[src/sv/bb3_pkg.sv]
package bb3_pkg;

    localparam int MAX_WIDTH     = 1024;
    localparam int CHANNEL_BITS  = 8;
    localparam int PIX_BITS      = 3 * CHANNEL_BITS;
    localparam int COL_BITS      = $clog2(MAX_WIDTH);
    localparam int ROW_BITS      = 12;
    localparam int WIDTH_BITS    = 11;
    localparam int HEIGHT_BITS   = 13;
    localparam int HEIGHT_LIMIT  = 4096;
    localparam int ROW_COUNT_MAX = 4095;
    localparam int SUM_BITS      = 12;

    localparam int QUEUE_DEPTH    = 4;
    localparam int QUEUE_PTR_BITS = $clog2(QUEUE_DEPTH);
    localparam int OUT_DEPTH      = 8;
    localparam int OUT_PTR_BITS   = $clog2(OUT_DEPTH);

    localparam int ADDR_BITS    = 3;
    localparam int REG_IDX_BITS = 1;
    localparam int DATA_BITS    = 32;

    localparam logic [REG_IDX_BITS-1:0] REG_FRAME_WIDTH  = 1'b0;
    localparam logic [REG_IDX_BITS-1:0] REG_FRAME_HEIGHT = 1'b1;

    localparam logic [WIDTH_BITS-1:0]  FRAME_WIDTH_RESET  = 11'd640;
    localparam logic [HEIGHT_BITS-1:0] FRAME_HEIGHT_RESET = 13'd480;

    typedef struct packed {
        logic                    req_type;
        logic [CHANNEL_BITS-1:0] red_in;
        logic [CHANNEL_BITS-1:0] green_in;
        logic [CHANNEL_BITS-1:0] blue_in;
    } pix_item_t;

    typedef struct packed {
        logic [CHANNEL_BITS-1:0] red_out;
        logic [CHANNEL_BITS-1:0] green_out;
        logic [CHANNEL_BITS-1:0] blue_out;
        logic                    row_end;
        logic                    frame_end;
    } blur_item_t;

    // one classified pixel or drain slot, handed from front to back
    typedef struct packed {
        logic [PIX_BITS-1:0] cur;
        logic [COL_BITS-1:0] col;
        logic                up_en;
        logic                mid_en;
        logic                wr_en;
        logic                due;
        logic                lm;
        logic                rm;
        logic                tm;
        logic                bm;
    } cmd_t;

endpackage

[src/sv/bb3_queue.sv]
module bb3_queue
    import bb3_pkg::*;
(
    input  logic clk,
    input  logic rst_n,
    input  logic push,
    input  cmd_t cmd_in,
    input  logic pop,
    output logic valid,
    output cmd_t head,
    output logic full
);

    cmd_t                    entry_reg [QUEUE_DEPTH];
    logic [QUEUE_PTR_BITS-1:0] wr_ptr_reg, rd_ptr_reg;
    logic [QUEUE_PTR_BITS:0]   count_reg, count_next;

    always_comb
    begin
        valid      = count_reg != '0;
        full       = count_reg == (QUEUE_PTR_BITS + 1)'(QUEUE_DEPTH);
        head       = entry_reg[rd_ptr_reg];
        count_next = count_reg + (QUEUE_PTR_BITS + 1)'(push)
                   - (QUEUE_PTR_BITS + 1)'(pop);
    end

    always_ff @(posedge clk)
    begin
        if (push)
        begin
            entry_reg[wr_ptr_reg] <= cmd_in;
        end
    end

    always_ff @(posedge clk or negedge rst_n)
    begin
        if (!rst_n)
        begin
            wr_ptr_reg <= '0;
            rd_ptr_reg <= '0;
            count_reg  <= '0;
        end
        else
        begin
            if (push)
            begin
                wr_ptr_reg <= wr_ptr_reg + 1'b1;
            end
            if (pop)
            begin
                rd_ptr_reg <= rd_ptr_reg + 1'b1;
            end
            count_reg <= count_next;
        end
    end

endmodule

[config.mk]
export PLATFORM = sky130hd
export DESIGN_NAME = bb3_queue
export DESIGN_NICKNAME = d
export VERILOG_FILES = /design/src/sv/bb3_pkg.sv /design/src/sv/bb3_queue.sv
export SDC_FILE = /design/constraint.sdc
export NUM_CORES = 1
export LEC_CHECK = 0
export ABC_AREA = 1
export BUFFER_PORTS_ARGS = -buffer_cell sky130_fd_sc_hd__buf_2
export CAP_MARGIN = 30
export CORE_MARGIN = 4
export CORE_UTILIZATION = 58
export DETAILED_ROUTE_END_ITERATION = 16
export HOLD_SLACK_MARGIN = 0.06
export PLACE_DENSITY = 0.91
export SLEW_MARGIN = 5
export SYNTH_ARGS = -nofsm -noshare
export SYNTH_HDL_FRONTEND = slang
export SYNTH_SLANG_ARGS = --single-unit
[constraint.sdc]
create_clock -name clk -period 2.1 [get_ports clk]
set_input_delay 0.315 -clock clk [delete_from_list [all_inputs] [get_ports clk]]
set_output_delay 0.315 -clock clk [all_outputs]
set_load 0.05 [all_outputs]
==> summary.txt <==
Hold Path Class = input pin to register
Final instance area = 0.008827 mm²
Placer's final routability congestion estimate = 0.7316
RSZ-0062 raised after global routing = yes
Max clock buf depth = 2
Top delay family on crit path = buffers and inverters
H-tree levels = 4
Avg Inst Size Synth = 10.62 µm²
Period utilisation layout = 94.80%
Gr usage total = 20.60%
Core Area = 0.01262 mm²
Cell taking the most area after synthesis = edfxtp_1
Post-route minimum period = 1991 ps
Dominant cells by area after synthesis = edfxtp_1 67%, nand2_1 11%, inv_1 7.5%
VDD IR-drop max = 1.374 mV
CTS Sinks = 175
Critical path class = register to output pin
Dpl ws = 451.7 ps
Post-DP Area = 0.008213 mm²
Initial DRT Pass Iterations = 5
IO Port Bufs = 89
Row cnt = 41
Reg clk slew, reported paths = 60 ps
Skew final = 4.798 ps
Slowest stage delay, CP = 390 ps
WL/cell = 14.67 µm
Ant. Diodes = 0
CTS tree = yes
F_max = 502.3 MHz
Post-synthesis sequential area ratio = 69.72%
Fin. Hold Viols = 0
P per Cell Area = 1609 mW/mm²
Max FFs per register = 168
R2r setup slk = 460 ps
Worst path required time = 1780 ps
Synth cell types = 15
CP Capture Type = output pin
Post-synth net total = 758
Worst setup startpoint = rd_ptr_reg[0]$_DFFE_PN0P_
Initial DRC Count = 343
CP Max Fanout = 34
DRT Wirelength = 14.52 mm
Worst-Margin Slew = 467.5 ps
Commonest non-fill, non-tap cells in the layout = 221 x nand2_1, 168 x edfxtp_1, 146 x inv_1
Stages on worst setup path = 5
Antenna violation net count after detailed routing = 0
Yosys warning total = 0
# IOs = 90
Clk_lat worst skew = 420 ps
Final setup viols = 0
Seq cells post-synth = 175
Starting Density = 59.33%
Worst EP arrival = 1680 ps
Cell leakage power = 0.004128 µW
First-pass GRT wire length = 22.83 mm
Top cell by count, worst path = nand2_1
CTS root buffer = clkbuf_16
R2r worst-path depth = 5
Mapped Cells = 705
Final nets = 858
CTS Buf Count = 17
CP startpoint kind = register
Final setup TNS = 0 ps
Crit path capture = head[9]
Chip width = 121.6 µm
Vias/cell = 4.871
Pwr Total = 14,200 µW
Die Height = 121.6 µm
Post-route setup slack = 109.2 ps
Reg2reg start = wr_ptr_reg[0]$_DFFE_PN0P_
Area Overhead vs Synth = 17.90%
Slew Viols, Final = 0
Post-Syn Area = 0.007487 mm²
Layout cells sized above 1 = 21.64%
Post-DP HPWL = 9.012 mm
Initial antenna violation count = 0
Rel. slew slack = 68.79%
Crit path cell chain = buf_4, nand2_1, nand3_1, nand2_1, buf_2
Vias in the first global route = 4,769
Largest net degree at the start of global routing = 64
Commonest non-fill, non-tap cell in the layout = nand2_1
WP buf/inv = 2
Maxcap violations = 0
GRT Residual Overflow = 0
Vias = 4,822
Status = finished clean
Die area = 0.01479 mm²
Residual DRC = 0
R2R Path End = entry_reg[0][7]$_DFFE_PP_
Synth top area share = 67.38%
Worst path slowest cell = dfrtp_2
==> final cells by class <==
| class | count | area [µm²] |
|---|---|---|
| well taps | 172 | 215.2 |
| repair buffers | 110 | 742.0 |
| clock buffers | 18 | 429.2 |
| multi-input cells | 319 | 1391 |
| clock inverters | 14 | 143.9 |
| fillers | 871 | 3792 |
| inverters | 182 | 683.2 |
| flip-flops and latches | 175 | 5223 |
==> logic make-up after synthesis <==
family | count (synthesis) | share of synthesized area [%]
buffers and inverters | 211 | 11.70
AND/OR/NAND/NOR | 308 | 16.90
adder cells (fa/ha/maj) | 7 | 1.270
flip-flops | 175 | 69.72
XOR/XNOR | 3 | 0.3510
AO/OA/AOI/OAI | 1 | 0.06678
==> per-stage QoR <==
| step | hold slack [ps] | std cells | utilization (%) |
|---|---|---|---|
| finish | 102.9 | 990 | 69.95 |
| global route | 82.16 | 990 | 69.95 |
| CTS | 81.11 | 989 | 69.70 |
| detailed placement | 163.2 | 956 | 65.08 |
| global placement | 163.7 | 956 | 65.08 |
| floorplan | 19.41 | 705 | - |
==> worst min path at each step <==
stage | startpoint | to | depth (start not counted)
finish | cmd_in[38] | entry_reg[2][38]$_DFFE_PP_ | 1
CTS | cmd_in[38] | entry_reg[1][38]$_DFFE_PP_ | 1
detailed placement | rst_n | count_reg[1]$_DFF_PN0_ | 1
global placement | rst_n | count_reg[0]$_DFF_PN0_ | 1
global route | cmd_in[31] | entry_reg[1][31]$_DFFE_PP_ | 1
floorplan | rst_n | count_reg[0]$_DFF_PN0_ | 0
==> worst register-to-register path, delay by kind of cell, from the launching register on <==
kind	cells	cell delay [ps]
adders and majority gates	1	150
buffers and inverters	3	710
DFF	1	420
and+or+nand+nor	1	60
==> routing by layer <==
metal	track usage (%)	share of wire, %	up-vias
li1	-	-	2389
met1	23.44	39	2272
met2	37.24	53	143
met3	5.896	5.6	18
met4	7.003	1.5	0
met5	0	0	-
==> Yosys cell counts <==
| cell type | number |
|---|---|
| buf_2 | 13 |
| edfxtp_1 | 168 |
| xor2_1 | 3 |
| dfrtp_1 | 7 |
| inv_2 | 32 |
| ha_1 | 6 |
| buf_6 | 8 |
| nand2_1 | 221 |
| buf_4 | 2 |
| o21ai_1 | 1 |
| clkbuf_1 | 6 |
| inv_1 | 150 |
| fa_1 | 1 |
| nand3_1 | 86 |
| nor3_1 | 1 |
==> power breakdown <==
group	total (µW)	internal, µW	leakage [µW]	switching (µW)
registers	4780	4580	0.00162	201
clock network	2980	1740	0.000258	1240
logic	6440	1610	0.00225	4830
total	14200	7930	0.00413	6270
==> repair_timing <==
| item | CTS | global route |
|---|---|---|
| hold endpoints to repair | 7 | 0 |
| gates resized for setup | 0 | 2 |
| hold buffers | 1 | 0 |
| setup endpoints to repair | 0 | 4 |
| setup buffers | 0 | 0 |
Power figures use the tool's default switching activity.
