## src/sv/bb3_pkg.sv

```systemverilog
package bb3_pkg;

    localparam int MAX_WIDTH     = 1024;
    localparam int CHANNEL_BITS  = 8;
    localparam int PIX_BITS      = 3 * CHANNEL_BITS;
    localparam int COL_BITS      = $clog2(MAX_WIDTH);
    localparam int ROW_BITS      = 12;
    localparam int WIDTH_BITS    = 11;
    localparam int HEIGHT_BITS   = 13;
    localparam int HEIGHT_LIMIT  = 4096;
    localparam int ROW_COUNT_MAX = 4095;
    localparam int SUM_BITS      = 12;

    localparam int QUEUE_DEPTH    = 4;
    localparam int QUEUE_PTR_BITS = $clog2(QUEUE_DEPTH);
    localparam int OUT_DEPTH      = 8;
    localparam int OUT_PTR_BITS   = $clog2(OUT_DEPTH);

    localparam int ADDR_BITS    = 3;
    localparam int REG_IDX_BITS = 1;
    localparam int DATA_BITS    = 32;

    localparam logic [REG_IDX_BITS-1:0] REG_FRAME_WIDTH  = 1'b0;
    localparam logic [REG_IDX_BITS-1:0] REG_FRAME_HEIGHT = 1'b1;

    localparam logic [WIDTH_BITS-1:0]  FRAME_WIDTH_RESET  = 11'd640;
    localparam logic [HEIGHT_BITS-1:0] FRAME_HEIGHT_RESET = 13'd480;

    typedef struct packed {
        logic                    req_type;
        logic [CHANNEL_BITS-1:0] red_in;
        logic [CHANNEL_BITS-1:0] green_in;
        logic [CHANNEL_BITS-1:0] blue_in;
    } pix_item_t;

    typedef struct packed {
        logic [CHANNEL_BITS-1:0] red_out;
        logic [CHANNEL_BITS-1:0] green_out;
        logic [CHANNEL_BITS-1:0] blue_out;
        logic                    row_end;
        logic                    frame_end;
    } blur_item_t;

    // one classified pixel or drain slot, handed from front to back
    typedef struct packed {
        logic [PIX_BITS-1:0] cur;
        logic [COL_BITS-1:0] col;
        logic                up_en;
        logic                mid_en;
        logic                wr_en;
        logic                due;
        logic                lm;
        logic                rm;
        logic                tm;
        logic                bm;
    } cmd_t;

endpackage

```

## src/sv/bb3_front.sv

```systemverilog
module bb3_front
    import bb3_pkg::*;
(
    input  logic                   clk,
    input  logic                   rst_n,
    input  logic [WIDTH_BITS-1:0]  eff_width,
    input  logic [HEIGHT_BITS-1:0] eff_height,
    input  logic                   take,
    input  pix_item_t              pix,
    output logic                   push,
    output cmd_t                   cmd
);

    logic [COL_BITS-1:0] in_col_reg, in_col_next;
    logic [ROW_BITS-1:0] in_row_reg, in_row_next;
    logic [COL_BITS-1:0] out_col_reg, out_col_next;
    logic [ROW_BITS-1:0] out_row_reg, out_row_next;
    logic                draining_reg, draining_next;

    logic                   ignore;
    logic [HEIGHT_BITS-1:0] row_eff;
    logic [WIDTH_BITS-1:0]  col_inc;
    logic [HEIGHT_BITS-1:0] in_row_inc;
    logic [WIDTH_BITS-1:0]  out_col_inc;
    logic [HEIGHT_BITS-1:0] out_row_inc;
    logic                   due, lm, rm, tm, bm;

    always_comb
    begin
        // drain beats before the frame is complete are dropped
        ignore      = pix.req_type && !draining_reg;
        row_eff     = draining_reg ? eff_height + HEIGHT_BITS'(in_row_reg)
                                   : HEIGHT_BITS'(in_row_reg);
        col_inc     = WIDTH_BITS'(in_col_reg) + 1'b1;
        in_row_inc  = HEIGHT_BITS'(in_row_reg) + 1'b1;
        out_col_inc = WIDTH_BITS'(out_col_reg) + 1'b1;
        out_row_inc = HEIGHT_BITS'(out_row_reg) + 1'b1;

        due = (row_eff >= HEIGHT_BITS'(2))
            || (row_eff == HEIGHT_BITS'(1) && in_col_reg != '0);
        lm  = out_col_reg == '0;
        rm  = out_col_inc >= eff_width;
        tm  = out_row_reg == '0;
        bm  = out_row_inc >= eff_height;

        in_col_next   = in_col_reg;
        in_row_next   = in_row_reg;
        out_col_next  = out_col_reg;
        out_row_next  = out_row_reg;
        draining_next = draining_reg;

        if (take && !ignore)
        begin
            if (col_inc >= eff_width)
            begin
                in_col_next = '0;
                if (draining_reg)
                begin
                    if (in_row_reg != ROW_BITS'(ROW_COUNT_MAX))
                    begin
                        in_row_next = in_row_reg + 1'b1;
                    end
                end
                else if (in_row_inc >= eff_height)
                begin
                    draining_next = 1'b1;
                    in_row_next   = '0;
                end
                else
                begin
                    in_row_next = in_row_reg + 1'b1;
                end
            end
            else
            begin
                in_col_next = in_col_reg + 1'b1;
            end

            if (due)
            begin
                if (rm && bm)
                begin
                    // last pixel of the frame goes out: start over
                    in_col_next   = '0;
                    in_row_next   = '0;
                    out_col_next  = '0;
                    out_row_next  = '0;
                    draining_next = 1'b0;
                end
                else if (rm)
                begin
                    out_col_next = '0;
                    if (out_row_reg != ROW_BITS'(ROW_COUNT_MAX))
                    begin
                        out_row_next = out_row_reg + 1'b1;
                    end
                end
                else
                begin
                    out_col_next = out_col_reg + 1'b1;
                end
            end
        end

        push       = take && !ignore;
        cmd.cur    = draining_reg ? '0 : {pix.red_in, pix.green_in, pix.blue_in};
        cmd.col    = in_col_reg;
        cmd.up_en  = row_eff >= HEIGHT_BITS'(2);
        cmd.mid_en = row_eff != '0;
        cmd.wr_en  = !draining_reg;
        cmd.due    = due;
        cmd.lm     = lm;
        cmd.rm     = rm;
        cmd.tm     = tm;
        cmd.bm     = bm;
    end

    always_ff @(posedge clk or negedge rst_n)
    begin
        if (!rst_n)
        begin
            in_col_reg   <= '0;
            in_row_reg   <= '0;
            out_col_reg  <= '0;
            out_row_reg  <= '0;
            draining_reg <= 1'b0;
        end
        else
        begin
            in_col_reg   <= in_col_next;
            in_row_reg   <= in_row_next;
            out_col_reg  <= out_col_next;
            out_row_reg  <= out_row_next;
            draining_reg <= draining_next;
        end
    end

endmodule

```

## config.mk

```make
export PLATFORM = sky130hd
export DESIGN_NAME = bb3_front
export DESIGN_NICKNAME = d
export VERILOG_FILES = /design/src/sv/bb3_pkg.sv /design/src/sv/bb3_front.sv
export SDC_FILE = /design/constraint.sdc
export NUM_CORES = 1
export LEC_CHECK = 0
export ABC_CLOCK_PERIOD_IN_PS = 6800
export BUFFER_PORTS_ARGS = -buffer_cell sky130_fd_sc_hd__buf_2
export CAP_MARGIN = 20
export CORE_MARGIN = 2
export CORE_UTILIZATION = 40
export DETAILED_ROUTE_END_ITERATION = 16
export PLACE_DENSITY = 0.66
export REMOVE_ABC_BUFFERS = 1
export SLEW_MARGIN = 40
export SYNTH_ARGS = -nofsm -noshare
export SYNTH_HDL_FRONTEND = slang
export SYNTH_SLANG_ARGS = --single-unit
```

## constraint.sdc

```tcl
create_clock -name clk -period 6.8 [get_ports clk]
set_input_delay 0.68 -clock clk [delete_from_list [all_inputs] [get_ports clk]]
set_output_delay 0.68 -clock clk [all_outputs]
set_load 0.02 [all_outputs]
```

==> flow_metrics.env, run 1 <==
export IMPL_cp_top_family="simple AND/OR/NAND/NOR gates"
export IMPL_post_synth_mux_area_share=0.00812
export IMPL_netSwitchingFraction=0.386
export IMPL_grt_first_pass_wirelength_um=21300
export IMPL_cts_htree_levels=2
export IMPL_detailedPlacementHpwl_um=10500
export IMPL_setup_viol=0
export IMPL_cell_internal_pwr_mw=0.651
export IMPL_worst_setup_path_type="reg -> out"
export IMPL_clkSlewWorstSetupHoldPaths_ns=0.07
export IMPL_detail_route_wirelength_met1_um=5990
export IMPL_max_stage_delay_ns=0.47
export IMPL_routed_via_density=5.73
export IMPL_floorplan_initialDensity=0.411
export IMPL_drv_cap=0
export IMPL_max_transition_margin=0.485
export IMPL_clk_root_buffer_cell="clkbuf_16"
export IMPL_timing_critical_path_cells="ha_1 -> and3_1 -> and3_1 -> nand3_1 -> nor2_1 -> xor2_1 -> ha_1 -> a211oi_1 -> o211a_1 -> o21ai_0 -> buf_4 -> buf_2"
export IMPL_post_synth_num_cell_types=64
export IMPL_synthesis_area_um2=4930
export IMPL_buffer_ports_inserted=94
export IMPL_cts_tree="yes"
export IMPL_synthSimpleGateAreaFrac=0.217
export IMPL_worst_ir_drop_vdd_mv=0.150
export IMPL_crit_path_max_fanout=14
export IMPL_cts_setup_buffers=0
export IMPL_maximum_number_of_pins_on_one_net_before_global_route_repair=46
export IMPL_p_leak_nw=2.81
export IMPL_main_combinational_cell_family_by_area_after_synthesis="compound AO/OA/AOI/OAI gates"
export IMPL_detailedRoute_firstPassIterationCount=5
export IMPL_antenna_violations_before_repair=0
export IMPL_post_synth_most_frequent_cells="ha_1 (66), inv_1 (52), nand2_1 (50)"
export IMPL_synthFlopType="dfrtp_1"
export IMPL_grt_setup_unrepaired="no"
export IMPL_p_sw_mw=0.409
export IMPL_run_status="finished, final reports clean"
export IMPL_vias_in_the_first_global_route=4521
export IMPL_routed_via_count=4827
export IMPL_wl_um=13200
export IMPL_share_comb_of_total_power=0.400
export IMPL_synth_top_cell_area_share=0.228
export IMPL_met3_length_um=808
export IMPL_post_synth_fa_ha_maj_area_fraction=0.171
export IMPL_timing_setup_tns_ns=0
export IMPL_worst_slew_pin_transition_ns=0.767
export IMPL_worst_path_max_delay_cell="dfrtp_1"
export IMPL_timing_critical_path_buf_inv=2
export IMPL_insertion_delay_ns=0.29
export IMPL_hp_class="in -> async"
export IMPL_drt_initial_drc_count=281
export IMPL_power_share_clock=0.269
export IMPL_synth_seq_area_share=0.228
export IMPL_cts_made_buffers=5
export IMPL_io_pin_count=95
export IMPL_rows=40
export IMPL_final_layout_size_suffix_gt1_frac=0.175
export IMPL_hold_slack_ns=0.392
export IMPL_synthToLayoutAreaGrowth_pct=15.1
export IMPL_power_density_nw_per_um2=187
export IMPL_cp_end_kind="primary output"
export IMPL_groute_usage_overall=0.198
export IMPL_cts_num_sinks=45
export IMPL_multi_input_comb_area_um2=3490
export IMPL_place_gp_congestion=0.970
export IMPL_hold_buffers=0
export IMPL_nets=814
export IMPL_final_worst_path_period_share=0.598
export IMPL_post_synth_top_area_cell="dfrtp_1"
export IMPL_seq_power_share=0.332
export IMPL_synth_compound_area_frac=0.236
export IMPL_layout_min_cycle_time_ns=4.06
export IMPL_synth_edf_count=0
export IMPL_routedWlPerCell_um=15.7
export IMPL_diodes=0
export IMPL_die_width_um=115
export IMPL_fp_dieArea_um2=13200
export IMPL_synth_yosys_warnings=0
export IMPL_async_reset_ff_frac=1.00
export IMPL_filler_cell_count=1188
export IMPL_ys_ff_latch=45
export IMPL_drc=0
export IMPL_post_synth_main_area_contributors="dfrtp_1 (23%), ha_1 (17%), o21ai_0 (4.6%)"
export IMPL_final_seq_area_um2=1130
export IMPL_cts_resized=0
export IMPL_data_arrival_time_of_the_worst_path_ns=3.38
export IMPL_core_area_um2=12000
export IMPL_postSynthCellCount=614
export IMPL_clock_fmax_mhz=246
export IMPL_die_height_um=115
export IMPL_startpoint_type="flop"
export IMPL_global_route_overflow_total=0
export IMPL_drtAntennaViolNets=0
export IMPL_maxUsedRoutingLayer="met4"
export IMPL_synth_xor_xnor_area_share=0.0746
export IMPL_clock_skew_ns=0.0117
export IMPL_synthMostInstantiatedCell="ha_1"
export IMPL_finalHoldViolations=0
export IMPL_worstPathRequired_ns=6.12
export IMPL_slew_violations=0
export IMPL_cts_path_max_buffers=2
export IMPL_synthesis_area_per_instance_um2=8.03
export IMPL_dr_wl_met2_um=6200
## final cells by class
class | count | area share
clock buffer | 6 | 0.0227
clock inverter | 2 | 0.00683
inverter | 53 | 0.0351
multi-input combinational | 491 | 0.615
sequential | 45 | 0.198
tap | 147 | 0.0324
timing repair buffer | 99 | 0.0899
## logic make-up (layout without fill, tap and decap cells)
| kind of cell | count (synthesis) | in the layout |
|---|---|---|
| mux | 4 | 4 |
| xor+xnor | 42 | 42 |
| fa+ha+maj | 67 | 67 |
| buf+inv | 78 | 160 |
| compound gates | 168 | 168 |
| simple gates | 210 | 210 |
| flops | 45 | 45 |
## metal layers
metal / track usage / vias up
li1: - / 2363
met1: 0.264 / 2273
met2: 0.338 / 172
met3: 0.0274 / 19
met4: 0.0538 / 0
met5: 0 / -
## final timing paths
check,startpoint,end,slack (ns),cells past startpoint
max,out_row_reg[0],cmd[0],2.74,12
min,rst_n,out_col_reg[8],0.39,1
max reg2reg,out_row_reg[0],in_col_reg[1],2.96,15
min reg2reg,out_col_reg[9],out_col_reg[9],0.54,2
max in group asynchronous,rst_n,in_row_reg[9],6.01,1
min in group clk,out_col_reg[9],out_col_reg[9],0.54,2
## power by group through the flow
stage,registers (mW),logic [mW],clock network (mW)
finish,0.352,0.424,0.285
global route,0.356,0.478,0.298
CTS,0.350,0.424,0.288
detailed placement,0.354,0.422,0
global placement,0.352,0.407,0
floorplan,0.352,0.291,0
## per-stage QoR
step	utilization	cell area [um2]	std cells	worst slack, ns	power, mW
floorplan	-	4810	589	2.73	0.643
global placement	0.458	5510	835	2.96	0.759
global route	0.473	5680	843	2.50	1.13
finish	0.473	5680	843	2.74	1.06
detailed placement	0.459	5510	835	2.90	0.776
CTS	0.473	5680	843	2.77	1.06
## placed cells by master, fill, tap and decap left out, drive strengths merged, types with 2 or more instances in the layout
master	Yosys	routed
a22o	6	6
nor2b	33	33
ha	66	66
xor2	17	17
buf	10	99
and4	2	2
a2111oi	3	3
o21a	8	8
a21oi	26	26
inv	52	52
nor2	44	44
o22ai	17	17
a41o	2	2
clkbuf	15	6
clkinv	1	2
a211o	4	4
xnor2	25	25
o211ai	5	5
o21ai	51	51
a31oi	7	7
o31ai	7	7
a21o	10	10
or2	2	2
nand3	26	26
o32ai	3	3
a211oi	5	5
nand2	50	50
dfrtp	45	45
mux2i	4	4
a41oi	2	2
nand4	5	5
or3	4	4
and3	13	13
and2	3	3
nand2b	9	9
nor4	10	10
o21bai	4	4
nor3	5	5
(Power assumes the default switching activity.)
==> run 2, diff against run 1 <==
- ABC_AREA: unset -> 1
- ABC_CLOCK_PERIOD_IN_PS: 6800 -> 3800
- PLACE_DENSITY: 0.66 -> 0.65
- clock period: 6.8 -> 3.8 ns (I/O delays scaled with it)
==> run 2 against run 1 <==
Synthesized cell count grew 40%. Highest routed layer unchanged. Register-to-register slack lost 2.5 ns. Setup slack lost 2.4 ns. First-iteration DRC count grew 14%. Area after synthesis grew 11%. Critical endpoint is now cmd[6]. Largest cell class unchanged. Die area grew 11%. Critical path depth grew 3. Power grew to 2.5 times the previous value.
==> flow_metrics.env, run 2 <==
export IMPL_synth_edf_count=0
export IMPL_post_synth_most_frequent_cells="nand2_1 (227), inv_1 (151), nor2_1 (100)"
export IMPL_drt_initial_drc_count=319
export IMPL_layout_cells_most_common="nand2_1"
export IMPL_buffer_ports_inserted=94
export IMPL_synth_seq_area_share=0.206
export IMPL_dpl_cell_area_um2=6100
export IMPL_finalInstanceArea_um2=6260
export IMPL_synthesis_area_um2=5480
export IMPL_rows=42
export IMPL_routedWlPerCell_um=13.2
export IMPL_drc=0
export IMPL_io_pin_count=95
export IMPL_wl_um=14800
export IMPL_groute_usage_overall=0.203
export IMPL_max_transition_margin=0.498
export IMPL_max_stage_delay_ns=0.45
export IMPL_startpoint_type="flop"
export IMPL_cp_num_cells=15
export IMPL_clk_root_buffer_cell="clkbuf_16"
export IMPL_diodes=0
export IMPL_critical_path_top_cell_by_count="nand2_1"
export IMPL_clkSlewWorstSetupHoldPaths_ns=0.06
export IMPL_postSynthCellCount=859
export IMPL_post_synth_main_area_contributors="dfrtp_1 (21%), nand2_1 (16%), ha_1 (15%)"
export IMPL_ys_ff_latch=45
export IMPL_cp_end_kind="primary output"
export IMPL_synthesis_area_per_instance_um2=6.38
export IMPL_worst_setup_path_type="reg -> out"
export IMPL_fp_dieArea_um2=14600
export IMPL_layout_min_cycle_time_ns=3.45
export IMPL_post_synth_top_area_cell="dfrtp_1"
export IMPL_grt_first_pass_wirelength_um=24300
export IMPL_drv_cap=0
export IMPL_worstPathRequired_ns=3.42
export IMPL_cts_htree_levels=2
export IMPL_routed_via_count=5507
export IMPL_async_reset_ff_frac=1.00
export IMPL_timing_critical_path_buf_inv=3
export IMPL_cts_tree="yes"
export IMPL_insertion_delay_ns=0.28
export IMPL_worst_path_max_delay_cell="dfrtp_1"
export IMPL_die_width_um=121
export IMPL_floorplan_initialDensity=0.412
export IMPL_cp_top_family="simple AND/OR/NAND/NOR gates"
export IMPL_vias_in_the_first_global_route=4984
export IMPL_place_gp_congestion=0.926
export IMPL_final_worst_path_period_share=0.907
export IMPL_core_area_um2=13300
export IMPL_layout_cells_most_common_list="nand2_1 (227), inv_1 (150), nor2_1 (100)"
export IMPL_cts_num_sinks=45
export IMPL_antenna_violations_before_repair=0
export IMPL_maximum_number_of_pins_on_one_net_before_global_route_repair=29
export IMPL_worst_ir_drop_vdd_mv=0.284
export IMPL_clock_fmax_mhz=290
export IMPL_slew_violations=0
export IMPL_detailedPlacementHpwl_um=11900
export IMPL_crit_path_max_fanout=5
export IMPL_synthToLayoutAreaGrowth_pct=14.3
export IMPL_synth_top_cell_area_share=0.206
export IMPL_p_leak_nw=3.74
export IMPL_data_arrival_time_of_the_worst_path_ns=3.07
export IMPL_timing_critical_path_cells="ha_1 -> inv_1 -> fa_1 -> inv_1 -> nand3_1 -> nand2_1 -> nand2_1 -> nand3_1 -> nand2_1 -> o21ai_1 -> nand3_1 -> nor2_1 -> nand2_1 -> or2_2 -> buf_2"
export IMPL_clock_skew_ns=0.00522
export IMPL_grt_setup_unrepaired="no"
export IMPL_timing_setup_tns_ns=0
export IMPL_synth_yosys_warnings=0
export IMPL_synthMostInstantiatedCell="nand2_1"
export IMPL_cts_made_buffers=5
export IMPL_detailedRoute_firstPassIterationCount=5
export IMPL_nets=1065
export IMPL_finalHoldViolations=0
export IMPL_post_synth_num_cell_types=44
export IMPL_routed_via_density=4.90
export IMPL_run_status="finished, final reports clean"
export IMPL_setup_viol=0
export IMPL_die_height_um=121
export IMPL_hp_class="in -> async"
export IMPL_synthFlopType="dfrtp_1"
export IMPL_global_route_overflow_total=0
export IMPL_final_layout_size_suffix_gt1_frac=0.156
export IMPL_power_density_nw_per_um2=430
export IMPL_ff2ff_path_depth=17
export IMPL_worst_slew_pin_transition_ns=0.744
export IMPL_drtAntennaViolNets=0
export IMPL_cts_path_max_buffers=2
[run 2: report_power, final]
part / internal [mW] / total, mW / switching [mW]
Sequential: 0.578 / 0.723 / 0.145
Combinational: 0.558 / 1.54 / 0.982
Clock: 0.242 / 0.426 / 0.184
Total: 1.38 / 2.69 / 1.31
[run 2: cells by family after synthesis]
family          after synthesis  synth area share
compound gates               83            0.0900
xor+xnor                     30            0.0480
buf+inv                     181             0.135
fa+ha+maj                    67             0.154
simple gates                453             0.367
flops                        45             0.206
[run 2: worst register-to-register path, delay by kind of cell (launching register included)]
kind                       cells  cell delay, ns
and+or+nand+nor               11            1.78
xor gates and xnor gates       1            0.18
DFF                            1            0.40
AOI/OAI and AO/OA              1            0.25
buffers and inverters          3            0.38
adders and majority gates      1            0.29
[run 2: final cells by class]
| class | instances | area, um2 |
|---|---|---|
| Clock buffer | 6 | 129 |
| Clock inverter | 2 | 10.0 |
| Fill cell | 1412 | 7030 |
| Inverter | 154 | 582 |
| Multi-Input combinational cell | 633 | 3610 |
| Sequential cell | 45 | 1130 |
| Tap cell | 176 | 220 |
| Timing Repair Buffer | 107 | 581 |
[run 2: what timing repair did]
| action | CTS | global route |
|---|---|---|
| hold buffers | 0 | 0 |
| endpoints found under the hold margin | 0 | 0 |
| buffers inserted | 0 | 1 |
| setup endpoints to repair | 0 | 22 |
| resized for setup | 0 | 1 |
[run 2: worst paths after layout]
| path | from | endpoint | slack [ns] |
|---|---|---|---|
| hold / removal | rst_n | in_col_reg[6] | 0.03 |
| max in group asynchronous | rst_n | out_row_reg[1] | 3.02 |
| hold reg to reg | out_row_reg[6] | out_row_reg[6] | 0.52 |
| setup reg to reg | out_col_reg[0] | out_row_reg[4] | 0.44 |
| min in group clk | out_row_reg[6] | out_row_reg[6] | 0.52 |
| setup / recovery | in_row_reg[0] | cmd[6] | 0.35 |
[run 2: per-layer routing]
| layer | GRT usage | wire length [um] | vias to the layer above |
|---|---|---|---|
| met1 | 0.286 | 7090 | 2446 |
| li1 | - | - | 2919 |
| met2 | 0.341 | 6930 | 132 |
| met4 | 0.0298 | 158 | 0 |
| met3 | 0.0226 | 618 | 10 |
| met5 | 0 | 0 | - |
[run 2: metrics by stage]
step	util	setup slack [ns]	std cells	power (mW)	hold WS (ns)
after global routing	0.471	0.0421	1123	2.94	0.0555
after detailed placement	0.459	0.317	1114	2.27	0.340
after floorplan	-	0.160	832	1.81	0.0844
after global placement	0.459	0.435	1114	2.26	0.349
after CTS	0.469	0.258	1122	2.71	0.0370
final	0.471	0.354	1123	2.69	0.0251
